**config.mk**
```make
export PLATFORM = sky130hd
export DESIGN_NAME = dda_line_rasterizer_top
export DESIGN_NICKNAME = d
export VERILOG_FILES = /design/src/rtl/ddalr_pkg.sv /design/src/rtl/dda_line_rasterizer_top.sv /design/src/rtl/ddalr_front.sv /design/src/rtl/ddalr_queue.sv /design/src/rtl/ddalr_divider.sv /design/src/rtl/ddalr_back.sv
export SDC_FILE = /design/constraint.sdc
export NUM_CORES = 1
export LEC_CHECK = 0
export ABC_AREA = 1
export BUFFER_PORTS_ARGS = -buffer_cell sky130_fd_sc_hd__buf_2
export CAP_MARGIN = 20
export CELL_PAD_IN_SITES_DETAIL_PLACEMENT = 1
export CELL_PAD_IN_SITES_GLOBAL_PLACEMENT = 1
export CORE_MARGIN = 8
export CORE_UTILIZATION = 50
export DETAILED_ROUTE_END_ITERATION = 12
export GPL_ROUTABILITY_DRIVEN = 0
export GPL_TIMING_DRIVEN = 0
export PLACE_DENSITY = 0.84
export RECOVER_POWER = 25
export SLEW_MARGIN = 15
export SYNTH_ARGS = -nofsm -noshare
export SYNTH_HDL_FRONTEND = slang
export SYNTH_SLANG_ARGS = --single-unit
```
**constraint.sdc**
```tcl
create_clock -name clk -period 10.1 [get_ports clk]
set_clock_uncertainty 0.2 [all_clocks]
set_input_delay 0 -clock clk [delete_from_list [all_inputs] [get_ports clk]]
set_output_delay 0 -clock clk [all_outputs]
set_load 0.03 [all_outputs]
```
**src/rtl/ddalr_pkg.sv**
```systemverilog
// Shared types and constants for the DDA line rasterizer.
// Used by every module of the block; depends on nothing.
package ddalr_pkg;

    localparam int COORD_BITS   = 12;
    localparam int FRAC_BITS    = 16;
    localparam int CUR_BITS     = COORD_BITS + FRAC_BITS + 1;
    localparam int STEP_BITS    = FRAC_BITS + 2;
    localparam int QUO_BITS     = FRAC_BITS + 1;
    localparam int NUM_BITS     = COORD_BITS + FRAC_BITS + 1;
    localparam int STEPS_BITS   = COORD_BITS + 1;
    localparam int CFG_BITS     = 13;
    localparam int CFG_IDX_BITS = 1;
    localparam int ADDR_BITS    = 24;
    localparam int COLOR_BITS   = 32;
    localparam int PROD_BITS    = COORD_BITS + CFG_BITS;
    localparam int QUEUE_DEPTH  = 2;
    localparam int QPTR_BITS    = $clog2(QUEUE_DEPTH);
    localparam int QCNT_BITS    = $clog2(QUEUE_DEPTH + 1);
    localparam int DIV_CNT_BITS = $clog2(NUM_BITS + 1);

    localparam logic [CFG_BITS-1:0] WIDTH_RESET  = CFG_BITS'(640);
    localparam logic [CFG_BITS-1:0] HEIGHT_RESET = CFG_BITS'(480);

    localparam logic [CFG_IDX_BITS-1:0] CFG_SCREEN_WIDTH  = 1'b0;
    localparam logic [CFG_IDX_BITS-1:0] CFG_SCREEN_HEIGHT = 1'b1;

    typedef enum logic [0:0] {
        OP_START = 1'b0,
        OP_TICK  = 1'b1
    } op_t;

    typedef enum logic [0:0] {
        ST_RUN = 1'b0,
        ST_DIV = 1'b1
    } back_state_t;

    // Classified command as it waits in the queue
    typedef struct packed {
        logic                  is_start;
        logic [COORD_BITS-1:0] sx;
        logic [COORD_BITS-1:0] sy;
        logic                  neg_x;
        logic                  neg_y;
        logic [COORD_BITS-1:0] mag_x;
        logic [COORD_BITS-1:0] mag_y;
        logic [COORD_BITS-1:0] steps;
        logic [COLOR_BITS-1:0] color;
    } cmd_t;

    typedef struct packed {
        logic                  start;
        logic [NUM_BITS-1:0]   num_x;
        logic [NUM_BITS-1:0]   num_y;
        logic [COORD_BITS-1:0] divisor;
    } div_req_t;

    typedef struct packed {
        logic                done;
        logic [QUO_BITS-1:0] quo_x;
        logic [QUO_BITS-1:0] quo_y;
    } div_rsp_t;

endpackage

```
**src/rtl/dda_line_rasterizer_top.sv**
```systemverilog
// A step tick passes through the command queue and then the output register.
// Throughput: one tick per cycle while the output is not stalled; a start command of a
// nonzero-length line holds the pixel engine while the bit-serial divider runs.
// Reset (rst_n, async, active low): no line active, queue and output empty,
// screen_width 640, screen_height 480.
module dda_line_rasterizer_top
    import ddalr_pkg::*;
(
    input  logic                         clk,
    input  logic                         rst_n,
    input  logic                         cfg_we,
    input  logic [CFG_IDX_BITS-1:0]      cfg_index,
    input  logic [CFG_BITS-1:0]          cfg_data,
    input  logic                         in_valid,
    output logic                         in_ready,
    input  logic                         opcode,
    input  logic signed [COORD_BITS-1:0] start_x,
    input  logic signed [COORD_BITS-1:0] start_y,
    input  logic signed [COORD_BITS-1:0] end_x,
    input  logic signed [COORD_BITS-1:0] end_y,
    input  logic [COLOR_BITS-1:0]        line_color,
    output logic                         out_valid,
    input  logic                         out_ready,
    output logic signed [COORD_BITS-1:0] pixel_x,
    output logic signed [COORD_BITS-1:0] pixel_y,
    output logic [ADDR_BITS-1:0]         pixel_address,
    output logic [COLOR_BITS-1:0]        pixel_color,
    output logic                         write_enable,
    output logic                         last_pixel
);

    logic     push;
    logic     pop;
    logic     full;
    logic     head_valid;
    cmd_t     cmd;
    cmd_t     head;
    div_req_t div_req;
    div_rsp_t div_rsp;

    ddalr_front u_front (
        .in_valid   (in_valid),
        .in_ready   (in_ready),
        .opcode     (opcode),
        .start_x    (start_x),
        .start_y    (start_y),
        .end_x      (end_x),
        .end_y      (end_y),
        .line_color (line_color),
        .queue_full (full),
        .push       (push),
        .cmd        (cmd)
    );

    ddalr_queue u_queue (
        .clk        (clk),
        .rst_n      (rst_n),
        .push       (push),
        .cmd_in     (cmd),
        .pop        (pop),
        .head_valid (head_valid),
        .head       (head),
        .full       (full)
    );

    ddalr_divider u_divider (
        .clk   (clk),
        .rst_n (rst_n),
        .req   (div_req),
        .rsp   (div_rsp)
    );

    ddalr_back u_back (
        .clk           (clk),
        .rst_n         (rst_n),
        .cfg_we        (cfg_we),
        .cfg_index     (cfg_index),
        .cfg_data      (cfg_data),
        .head_valid    (head_valid),
        .head          (head),
        .pop           (pop),
        .div_req       (div_req),
        .div_rsp       (div_rsp),
        .out_valid     (out_valid),
        .out_ready     (out_ready),
        .pixel_x       (pixel_x),
        .pixel_y       (pixel_y),
        .pixel_address (pixel_address),
        .pixel_color   (pixel_color),
        .write_enable  (write_enable),
        .last_pixel    (last_pixel)
    );

endmodule

```
**src/rtl/ddalr_front.sv**
```systemverilog
// Front end: input handshake and command classification (deltas, magnitudes, step count).
// Depends on ddalr_pkg.
module ddalr_front
    import ddalr_pkg::*;
(
    input  logic                         in_valid,
    output logic                         in_ready,
    input  logic                         opcode,
    input  logic signed [COORD_BITS-1:0] start_x,
    input  logic signed [COORD_BITS-1:0] start_y,
    input  logic signed [COORD_BITS-1:0] end_x,
    input  logic signed [COORD_BITS-1:0] end_y,
    input  logic [COLOR_BITS-1:0]        line_color,
    input  logic                         queue_full,
    output logic                         push,
    output cmd_t                         cmd
);

    logic [COORD_BITS:0]   dx;
    logic [COORD_BITS:0]   dy;
    logic [COORD_BITS:0]   abs_x;
    logic [COORD_BITS:0]   abs_y;
    logic [COORD_BITS-1:0] mag_x;
    logic [COORD_BITS-1:0] mag_y;

    assign in_ready = !queue_full;
    assign push     = in_valid && !queue_full;

    always_comb
    begin
        dx    = {end_x[COORD_BITS-1], end_x} - {start_x[COORD_BITS-1], start_x};
        dy    = {end_y[COORD_BITS-1], end_y} - {start_y[COORD_BITS-1], start_y};
        abs_x = dx[COORD_BITS] ? (~dx + 1'b1) : dx;
        abs_y = dy[COORD_BITS] ? (~dy + 1'b1) : dy;
        mag_x = abs_x[COORD_BITS-1:0];
        mag_y = abs_y[COORD_BITS-1:0];

        cmd.is_start = (op_t'(opcode) == OP_START);
        cmd.sx       = start_x;
        cmd.sy       = start_y;
        cmd.neg_x    = dx[COORD_BITS];
        cmd.neg_y    = dy[COORD_BITS];
        cmd.mag_x    = mag_x;
        cmd.mag_y    = mag_y;
        cmd.steps    = (mag_x > mag_y) ? mag_x : mag_y;
        cmd.color    = line_color;
    end

endmodule

```
**src/rtl/ddalr_queue.sv**
```systemverilog
// Short command queue between the front end and the pixel engine.
// Depends on ddalr_pkg.
module ddalr_queue
    import ddalr_pkg::*;
(
    input  logic clk,
    input  logic rst_n,
    input  logic push,
    input  cmd_t cmd_in,
    input  logic pop,
    output logic head_valid,
    output cmd_t head,
    output logic full
);

    cmd_t                 entry_reg [QUEUE_DEPTH];
    logic [QPTR_BITS-1:0] wr_ptr_reg;
    logic [QPTR_BITS-1:0] wr_ptr_next;
    logic [QPTR_BITS-1:0] rd_ptr_reg;
    logic [QPTR_BITS-1:0] rd_ptr_next;
    logic [QCNT_BITS-1:0] count_reg;
    logic [QCNT_BITS-1:0] count_next;

    assign head_valid = (count_reg != '0);
    assign full       = (count_reg == QCNT_BITS'(QUEUE_DEPTH));
    assign head       = entry_reg[rd_ptr_reg];

    always_comb
    begin
        wr_ptr_next = wr_ptr_reg;
        rd_ptr_next = rd_ptr_reg;
        count_next  = count_reg;
        if (push)
        begin
            wr_ptr_next = wr_ptr_reg + 1'b1;
        end
        if (pop)
        begin
            rd_ptr_next = rd_ptr_reg + 1'b1;
        end
        if (push && !pop)
        begin
            count_next = count_reg + 1'b1;
        end
        else if (pop && !push)
        begin
            count_next = count_reg - 1'b1;
        end
    end

    always_ff @(posedge clk or negedge rst_n)
    begin
        if (!rst_n)
        begin
            wr_ptr_reg <= '0;
            rd_ptr_reg <= '0;
            count_reg  <= '0;
        end
        else
        begin
            wr_ptr_reg <= wr_ptr_next;
            rd_ptr_reg <= rd_ptr_next;
            count_reg  <= count_next;
        end
    end

    always_ff @(posedge clk)
    begin
        if (push)
        begin
            entry_reg[wr_ptr_reg] <= cmd_in;
        end
    end

endmodule

```
**src/rtl/ddalr_divider.sv**
```systemverilog
// Two-lane restoring divider for the per-step increments, one quotient bit per cycle.
// Depends on ddalr_pkg.
module ddalr_divider
    import ddalr_pkg::*;
(
    input  logic     clk,
    input  logic     rst_n,
    input  div_req_t req,
    output div_rsp_t rsp
);

    logic                    busy_reg;
    logic                    busy_next;
    logic                    done_reg;
    logic                    done_next;
    logic [DIV_CNT_BITS-1:0] count_reg;
    logic [DIV_CNT_BITS-1:0] count_next;
    logic [COORD_BITS-1:0]   divisor_reg;
    logic [COORD_BITS-1:0]   divisor_next;
    logic [COORD_BITS-1:0]   rem_x_reg;
    logic [COORD_BITS-1:0]   rem_x_next;
    logic [COORD_BITS-1:0]   rem_y_reg;
    logic [COORD_BITS-1:0]   rem_y_next;
    logic [NUM_BITS-1:0]     quo_x_reg;
    logic [NUM_BITS-1:0]     quo_x_next;
    logic [NUM_BITS-1:0]     quo_y_reg;
    logic [NUM_BITS-1:0]     quo_y_next;
    logic [COORD_BITS:0]     res_x;
    logic [COORD_BITS:0]     res_y;

    // Returns {quotient bit, new remainder}
    function automatic logic [COORD_BITS:0] div_trial(
        input logic [COORD_BITS-1:0] rem,
        input logic                  bit_in,
        input logic [COORD_BITS-1:0] d
    );
        logic [COORD_BITS:0] trial;
        logic [COORD_BITS:0] diff;
        trial = {rem, bit_in};
        diff  = trial - {1'b0, d};
        if (trial >= {1'b0, d})
        begin
            div_trial = {1'b1, diff[COORD_BITS-1:0]};
        end
        else
        begin
            div_trial = {1'b0, trial[COORD_BITS-1:0]};
        end
    endfunction

    assign rsp.done  = done_reg;
    assign rsp.quo_x = quo_x_reg[QUO_BITS-1:0];
    assign rsp.quo_y = quo_y_reg[QUO_BITS-1:0];

    always_comb
    begin
        busy_next    = busy_reg;
        done_next    = 1'b0;
        count_next   = count_reg;
        divisor_next = divisor_reg;
        rem_x_next   = rem_x_reg;
        rem_y_next   = rem_y_reg;
        quo_x_next   = quo_x_reg;
        quo_y_next   = quo_y_reg;
        res_x        = div_trial(rem_x_reg, quo_x_reg[NUM_BITS-1], divisor_reg);
        res_y        = div_trial(rem_y_reg, quo_y_reg[NUM_BITS-1], divisor_reg);
        if (req.start)
        begin
            busy_next    = 1'b1;
            count_next   = '0;
            divisor_next = req.divisor;
            rem_x_next   = '0;
            rem_y_next   = '0;
            quo_x_next   = req.num_x;
            quo_y_next   = req.num_y;
        end
        else if (busy_reg)
        begin
            // shift the dividend out on top while the quotient bits enter below
            rem_x_next = res_x[COORD_BITS-1:0];
            rem_y_next = res_y[COORD_BITS-1:0];
            quo_x_next = {quo_x_reg[NUM_BITS-2:0], res_x[COORD_BITS]};
            quo_y_next = {quo_y_reg[NUM_BITS-2:0], res_y[COORD_BITS]};
            count_next = count_reg + 1'b1;
            if (count_reg == DIV_CNT_BITS'(NUM_BITS - 1))
            begin
                busy_next = 1'b0;
                done_next = 1'b1;
            end
        end
    end

    always_ff @(posedge clk or negedge rst_n)
    begin
        if (!rst_n)
        begin
            busy_reg  <= 1'b0;
            done_reg  <= 1'b0;
            count_reg <= '0;
        end
        else
        begin
            busy_reg  <= busy_next;
            done_reg  <= done_next;
            count_reg <= count_next;
        end
    end

    always_ff @(posedge clk)
    begin
        divisor_reg <= divisor_next;
        rem_x_reg   <= rem_x_next;
        rem_y_reg   <= rem_y_next;
        quo_x_reg   <= quo_x_next;
        quo_y_reg   <= quo_y_next;
    end

endmodule

```
**src/rtl/ddalr_back.sv**
```systemverilog
// Pixel engine: line state, screen bounds, address generation and output register.
// Depends on ddalr_pkg; drives the divider through div_req_t / div_rsp_t.
module ddalr_back
    import ddalr_pkg::*;
(
    input  logic                         clk,
    input  logic                         rst_n,
    input  logic                         cfg_we,
    input  logic [CFG_IDX_BITS-1:0]      cfg_index,
    input  logic [CFG_BITS-1:0]          cfg_data,
    input  logic                         head_valid,
    input  cmd_t                         head,
    output logic                         pop,
    output div_req_t                     div_req,
    input  div_rsp_t                     div_rsp,
    output logic                         out_valid,
    input  logic                         out_ready,
    output logic signed [COORD_BITS-1:0] pixel_x,
    output logic signed [COORD_BITS-1:0] pixel_y,
    output logic [ADDR_BITS-1:0]         pixel_address,
    output logic [COLOR_BITS-1:0]        pixel_color,
    output logic                         write_enable,
    output logic                         last_pixel
);

    back_state_t           state_reg;
    back_state_t           state_next;
    logic                  active_reg;
    logic                  active_next;
    logic                  out_valid_reg;
    logic                  out_valid_next;
    logic [CFG_BITS-1:0]   width_reg;
    logic [CFG_BITS-1:0]   width_next;
    logic [CFG_BITS-1:0]   height_reg;
    logic [CFG_BITS-1:0]   height_next;

    logic [CUR_BITS-1:0]   cur_x_reg;
    logic [CUR_BITS-1:0]   cur_x_next;
    logic [CUR_BITS-1:0]   cur_y_reg;
    logic [CUR_BITS-1:0]   cur_y_next;
    logic [STEP_BITS-1:0]  step_x_reg;
    logic [STEP_BITS-1:0]  step_x_next;
    logic [STEP_BITS-1:0]  step_y_reg;
    logic [STEP_BITS-1:0]  step_y_next;
    logic [STEPS_BITS-1:0] steps_left_reg;
    logic [STEPS_BITS-1:0] steps_left_next;
    logic [COLOR_BITS-1:0] color_reg;
    logic [COLOR_BITS-1:0] color_next;
    logic                  neg_x_reg;
    logic                  neg_x_next;
    logic                  neg_y_reg;
    logic                  neg_y_next;

    logic [COORD_BITS-1:0] px_reg;
    logic [COORD_BITS-1:0] px_next;
    logic [COORD_BITS-1:0] py_reg;
    logic [COORD_BITS-1:0] py_next;
    logic [ADDR_BITS-1:0]  addr_reg;
    logic [ADDR_BITS-1:0]  addr_next;
    logic [COLOR_BITS-1:0] pcolor_reg;
    logic [COLOR_BITS-1:0] pcolor_next;
    logic                  we_reg;
    logic                  we_next;
    logic                  last_reg;
    logic                  last_next;

    logic                  out_free;
    logic                  emit;
    logic [COORD_BITS:0]   fx;
    logic [COORD_BITS:0]   fy;
    logic                  in_bounds;
    logic [PROD_BITS-1:0]  prod;
    logic [PROD_BITS-1:0]  sum;
    logic [STEP_BITS-1:0]  qx_ext;
    logic [STEP_BITS-1:0]  qy_ext;

    assign out_valid     = out_valid_reg;
    assign pixel_x       = px_reg;
    assign pixel_y       = py_reg;
    assign pixel_address = addr_reg;
    assign pixel_color   = pcolor_reg;
    assign write_enable  = we_reg;
    assign last_pixel    = last_reg;

    assign out_free = !out_valid_reg || out_ready;

    // Floor of the fixed-point position is the arithmetic top slice
    assign fx = cur_x_reg[CUR_BITS-1:FRAC_BITS];
    assign fy = cur_y_reg[CUR_BITS-1:FRAC_BITS];

    always_comb
    begin
        in_bounds = !fx[COORD_BITS] && !fy[COORD_BITS]
                    && (32'(fx[COORD_BITS-1:0]) < 32'(width_reg))
                    && (32'(fy[COORD_BITS-1:0]) < 32'(height_reg));
        prod      = PROD_BITS'(fy[COORD_BITS-1:0]) * PROD_BITS'(width_reg);
        sum       = prod + PROD_BITS'(fx[COORD_BITS-1:0]);
        qx_ext    = {1'b0, div_rsp.quo_x};
        qy_ext    = {1'b0, div_rsp.quo_y};
    end

    always_comb
    begin
        state_next      = state_reg;
        active_next     = active_reg;
        out_valid_next  = out_valid_reg;
        width_next      = width_reg;
        height_next     = height_reg;
        cur_x_next      = cur_x_reg;
        cur_y_next      = cur_y_reg;
        step_x_next     = step_x_reg;
        step_y_next     = step_y_reg;
        steps_left_next = steps_left_reg;
        color_next      = color_reg;
        neg_x_next      = neg_x_reg;
        neg_y_next      = neg_y_reg;
        px_next         = px_reg;
        py_next         = py_reg;
        addr_next       = addr_reg;
        pcolor_next     = pcolor_reg;
        we_next         = we_reg;
        last_next       = last_reg;
        pop             = 1'b0;
        emit            = 1'b0;
        div_req.start   = 1'b0;
        div_req.num_x   = {1'b0, head.mag_x, {FRAC_BITS{1'b0}}}
                          + NUM_BITS'(head.steps >> 1);
        div_req.num_y   = {1'b0, head.mag_y, {FRAC_BITS{1'b0}}}
                          + NUM_BITS'(head.steps >> 1);
        div_req.divisor = head.steps;

        if (cfg_we)
        begin
            unique case (cfg_index)
                CFG_SCREEN_WIDTH:  width_next  = cfg_data;
                CFG_SCREEN_HEIGHT: height_next = cfg_data;
                default: ;
            endcase
        end

        if (out_valid_reg && out_ready)
        begin
            out_valid_next = 1'b0;
        end

        unique case (state_reg)
            ST_RUN:
            begin
                if (head_valid)
                begin
                    if (head.is_start)
                    begin
                        // load the new line and drop whatever was in progress
                        pop             = 1'b1;
                        active_next     = 1'b1;
                        cur_x_next      = {head.sx[COORD_BITS-1], head.sx, {FRAC_BITS{1'b0}}};
                        cur_y_next      = {head.sy[COORD_BITS-1], head.sy, {FRAC_BITS{1'b0}}};
                        steps_left_next = STEPS_BITS'(head.steps);
                        color_next      = head.color;
                        neg_x_next      = head.neg_x;
                        neg_y_next      = head.neg_y;
                        if (head.steps == '0)
                        begin
                            step_x_next = '0;
                            step_y_next = '0;
                        end
                        else
                        begin
                            div_req.start = 1'b1;
                            state_next    = ST_DIV;
                        end
                    end
                    else if (!active_reg)
                    begin
                        pop = 1'b1;
                    end
                    else if (out_free)
                    begin
                        pop            = 1'b1;
                        emit           = 1'b1;
                        out_valid_next = 1'b1;
                        px_next        = fx[COORD_BITS-1:0];
                        py_next        = fy[COORD_BITS-1:0];
                        addr_next      = in_bounds ? ADDR_BITS'(sum) : '0;
                        pcolor_next    = color_reg;
                        we_next        = in_bounds;
                        last_next      = (steps_left_reg == '0);
                        if (steps_left_reg == '0)
                        begin
                            active_next = 1'b0;
                        end
                        else
                        begin
                            steps_left_next = steps_left_reg - 1'b1;
                            cur_x_next = cur_x_reg
                                + {{(CUR_BITS-STEP_BITS){step_x_reg[STEP_BITS-1]}}, step_x_reg};
                            cur_y_next = cur_y_reg
                                + {{(CUR_BITS-STEP_BITS){step_y_reg[STEP_BITS-1]}}, step_y_reg};
                        end
                    end
                end
            end
            ST_DIV:
            begin
                if (div_rsp.done)
                begin
                    step_x_next = neg_x_reg ? (~qx_ext + 1'b1) : qx_ext;
                    step_y_next = neg_y_reg ? (~qy_ext + 1'b1) : qy_ext;
                    state_next  = ST_RUN;
                end
            end
            default:
            begin
                state_next = ST_RUN;
            end
        endcase
    end

    always_ff @(posedge clk or negedge rst_n)
    begin
        if (!rst_n)
        begin
            state_reg     <= ST_RUN;
            active_reg    <= 1'b0;
            out_valid_reg <= 1'b0;
            width_reg     <= WIDTH_RESET;
            height_reg    <= HEIGHT_RESET;
        end
        else
        begin
            state_reg     <= state_next;
            active_reg    <= active_next;
            out_valid_reg <= out_valid_next;
            width_reg     <= width_next;
            height_reg    <= height_next;
        end
    end

    always_ff @(posedge clk)
    begin
        cur_x_reg      <= cur_x_next;
        cur_y_reg      <= cur_y_next;
        step_x_reg     <= step_x_next;
        step_y_reg     <= step_y_next;
        steps_left_reg <= steps_left_next;
        color_reg      <= color_next;
        neg_x_reg      <= neg_x_next;
        neg_y_reg      <= neg_y_next;
        px_reg         <= px_next;
        py_reg         <= py_next;
        addr_reg       <= addr_next;
        pcolor_reg     <= pcolor_next;
        we_reg         <= we_next;
        last_reg       <= last_next;
    end

`ifndef NO_ASSERTIONS
    a_no_pop_while_dividing: assert property (@(posedge clk) disable iff (!rst_n)
        state_reg == ST_DIV |-> !pop)
        else $error("queue popped during increment division");

    a_emit_needs_line: assert property (@(posedge clk) disable iff (!rst_n)
        emit |=> out_valid_reg && $past(active_reg))
        else $error("pixel emitted without an active line");

    a_divisor_nonzero: assert property (@(posedge clk) disable iff (!rst_n)
        div_req.start |-> div_req.divisor != '0)
        else $error("division started with zero step count");
`endif

endmodule

```
==> impl_metrics.csv <==
group,metric,value,unit
run_status,status,"finished with violations",
run_status,violations,"max-capacitance violations, max-slew violations",
placed_design,port_buffers,183,
synth,synthTopCellsByCount,"981 x nand2_1, 641 x inv_1, 483 x edfxtp_1",
global_routing,grt_pass1_vias,32682,
setup_path,worstPathCellList,"clkbuf_1, nand2_1, fa_1, inv_1, fa_1, fa_1, fa_1, inv_1, fa_1, inv_1, ha_1, nand2_1, nor2_1, nand2_1, o21ai_0, nand3_1, nand2_1, nand2_1, nand2_1, nand2_1, nand2_1, nor2_1",
route,first_pass_iters,5,
global_routing,globalRouteMet3Util,6.11,%
setup_path,path_depth,22,
clock_network,cts_max_level,2,
route,ant_nets,0,
floorplanning,io_pins,184,
clock_network,cts_root_buffer,"clkbuf_16",
timing,rsz0062_at_grt,"no",
setup_path,crit_path_start_kind,"flip-flop",
global_routing,grt-busiest-layer,"met2",
clock_network,clockBufferDepth,3,
setup_path,crit_path_frequent_cell,"nand2_1",
setup_path,r2r_slack,3.75,ns
setup_path,cp_data_required_time,10.28,ns
finish,instances_no_fill,5087,
setup_path,r2r-end,"u_back.pixel_address[20]$_SDFFCE_PN0P_",
synth,yosysSeqAreaShare,47.4,%
route,routed_via_density,5.94,
clock_network,path_clk_slew,0.07,ns
timing,fin_crit_sh,62.9,%
synth,synth.distinct_cells,52,
finish,fillers,7777,
timing,maxSlewViolCount,35,
route,totalWireLength,127,mm
timing,min_period,6.35,ns
clock_network,numCtsBuffers,57,
synth,synth_edf_count,483,
global_routing,track_usage,33.1,%
setup_path,path_class,"flip-flop to flip-flop",
placed_design,placed_cells,4823,
setup_path,max_stage_delay,0.73,ns
timing,clock.fmax,0.157,GHz
clock_network,postCtsSetupBuffers,0,
setup_path,cp-endpoint,"u_back.pixel_address[20]$_SDFFCE_PN0P_",
setup_path,ff2ff_path_depth,22,
floorplanning,core,67000,um^2
setup_path,worst_path_max_delay_cell,"edfxtp_1",
synth,synth_ff_type,"edfxtp_1",
finish,syn2layout_area_growth,16.6,%
finish,drive_gt1_share,5.68,%
synth,synthCells,3752,
setup_path,reg2reg_from,"u_back.cur_y_reg[21]$_DFFE_PP_",
floorplanning,die_height,276,um
finish,regArea,16000,um^2
synth,synth_async_sr_flop_share,7.31,%
timing,tightestPinTransition,2.37,ns
global_routing,use_met2,56.9,%
floorplanning,rows,95,
setup_path,end_kind,"flip-flop",
setup_path,critPathBufInv,4,
global_routing,grt_start_max_net_pins,46,
setup_path,crit_start,"u_back.cur_y_reg[21]$_DFFE_PP_",
setup_path,critical_path_arrival,6.53,ns
synth,synthTopCellsByArea,"edfxtp_1 43%, nand2_1 11%, ha_1 7.9%",
min_path,holdCritPathClass,"input port to flip-flop",
floorplanning,die_area,76100,um^2
setup_path,crit_path_max_fanout,10,
global_routing,grt_overflow_total,0,
route,vias,30239,
synth,synth_area_per_cell,9.00,um^2
finish,largest_register_ffs,190,
timing,slew_headroom,-58.1,%
finish,multi_input_area,15000,um^2
placed_design,place_hpwl,81.7,mm
floorplanning,start_util,50.4,%
finish,fin_nets,4597,
synth,syn-cell-area,33800,um^2
finish,postLayoutCoreUtil,58.7,%
timing,totalNegativeSetupSlack,0,ns
synth,yosys.area.top_type_share,43.0,%
setup_path,cp_top_family,"adder cells",
min_path,min_from,"cfg_data[7]",
clock_network,clock-sinks,547,
job,cap_violations,1,
floorplanning,die_x,276,um
synth,yosysMostFrequentCell,"nand2_1",
timing,setup_violations,0,
synth,syn_nets,4192,
timing,report.final.hold_viol_count,0,
synth,yosysWarnings,0,
clock_network,clock_latency,0.67,ns
clock_network,cts_tree,"done",
global_routing,grt_use_met1,37.9,%
route,drt_iter0_markers,2614,
global_routing,antenna_found_initial,9,
route,drc_errors,0,
synth,synth_area_leader_cell,"edfxtp_1",
global_routing,grt_pass1_wl,192,mm
route,wl_per_cell,25.0,um
synth,synth_seq_cells,547,
repair_timing:
item | in CTS | in global routing
hold endpoints to repair | 265 | 0
resized for setup | 0 | 0
hold buffers | 148 | 0
layout by cell type (no fill, tap or decap), drive strengths merged, types with 15 or more instances in the layout:
master | Yosys | final
a21oi | 217 | 217
o211ai | 16 | 16
nand4 | 39 | 39
edfxtp | 483 | 483
fa | 126 | 126
dlygate4sd3 | 0 | 147
ha | 214 | 214
inv | 646 | 647
xor2 | 49 | 49
clkinv | 1 | 21
nand2 | 986 | 986
o21ai | 207 | 207
a31oi | 43 | 43
clkbuf | 67 | 246
dfrtp | 34 | 34
dfxtp | 24 | 24
buf | 22 | 125
nor2 | 278 | 278
nand3 | 133 | 133
nor3 | 41 | 41
or2 | 15 | 15
layer usage:
| metal | up-vias | share of wire [%] |
|---|---|---|
| met5 | - | 0.034 |
| met4 | 6 | 7.4 |
| met3 | 588 | 7.3 |
| met2 | 1590 | 49 |
| met1 | 14955 | 37 |
| li1 | 13100 | - |
tightest hold or removal path, cell delays in order:
cell           delay (ns)
dlygate4sd3_1        0.53
buf_2                0.12
inv_1                0.10
o21ai_0              0.10
cells by family (layout without fill, tap and decap cells):
kind of cell	after synthesis	after routing	share of synthesized area, %
and+or+nand+nor	1516	1516	18.2
buffers and inverters	736	1190	8.38
DFF	547	547	47.4
AOI/OAI and AO/OA	545	545	8.88
adders and majority gates	340	340	15.4
xor gates and xnor gates	63	63	1.63
muxes	5	5	0.148
other	0	8	0
metrics by stage:
| stage | area [um^2] | hold WS (ns) | setup slack [ns] |
|---|---|---|---|
| after detailed placement | 36200 | -0.00695 | 3.95 |
| after global placement | 35800 | -0.0119 | 1.53 |
| after global routing | 39400 | 0.0171 | 3.50 |
| after CTS | 39500 | 0.0118 | 3.90 |
| final | 39400 | 0.0152 | 3.75 |
| after floorplan | 33800 | -0.496 | 4.17 |
worst min-delay path by stage:
| stage | end | slack, ns | cells after the start |
|---|---|---|---|
| finish | u_back.height_reg[7]$_DFFE_PN1P_ | 0.02 | 4 |
| global route | u_back.height_reg[7]$_DFFE_PN1P_ | 0.02 | 4 |
| CTS | u_queue.entry_reg[1][62]$_DFFE_PP_ | 0.01 | 5 |
| detailed placement | u_queue.entry_reg[1][7]$_DFFE_PP_ | -0.007 | 1 |
| global placement | u_queue.entry_reg[0][28]$_DFFE_PP_ | -0.01 | 1 |
| floorplan | u_back.active_reg$_DFFE_PN0P_ | -0.50 | 0 |
cell type report:
cell class | instances | area share [%]
Antenna cell | 8 | 0.0509
Buffer | 89 | 1.02
Clock buffer | 83 | 4.00
Clock inverter | 25 | 0.588
Inverter | 647 | 6.17
Multi-Input combinational cell | 2469 | 38.1
Sequential cell | 547 | 40.6
Tap cell | 873 | 2.77
Timing Repair Buffer | 346 | 6.69
Power is not shown: default switching activity piles up to over one toggle a cycle in this logic, so the estimate is an artifact.
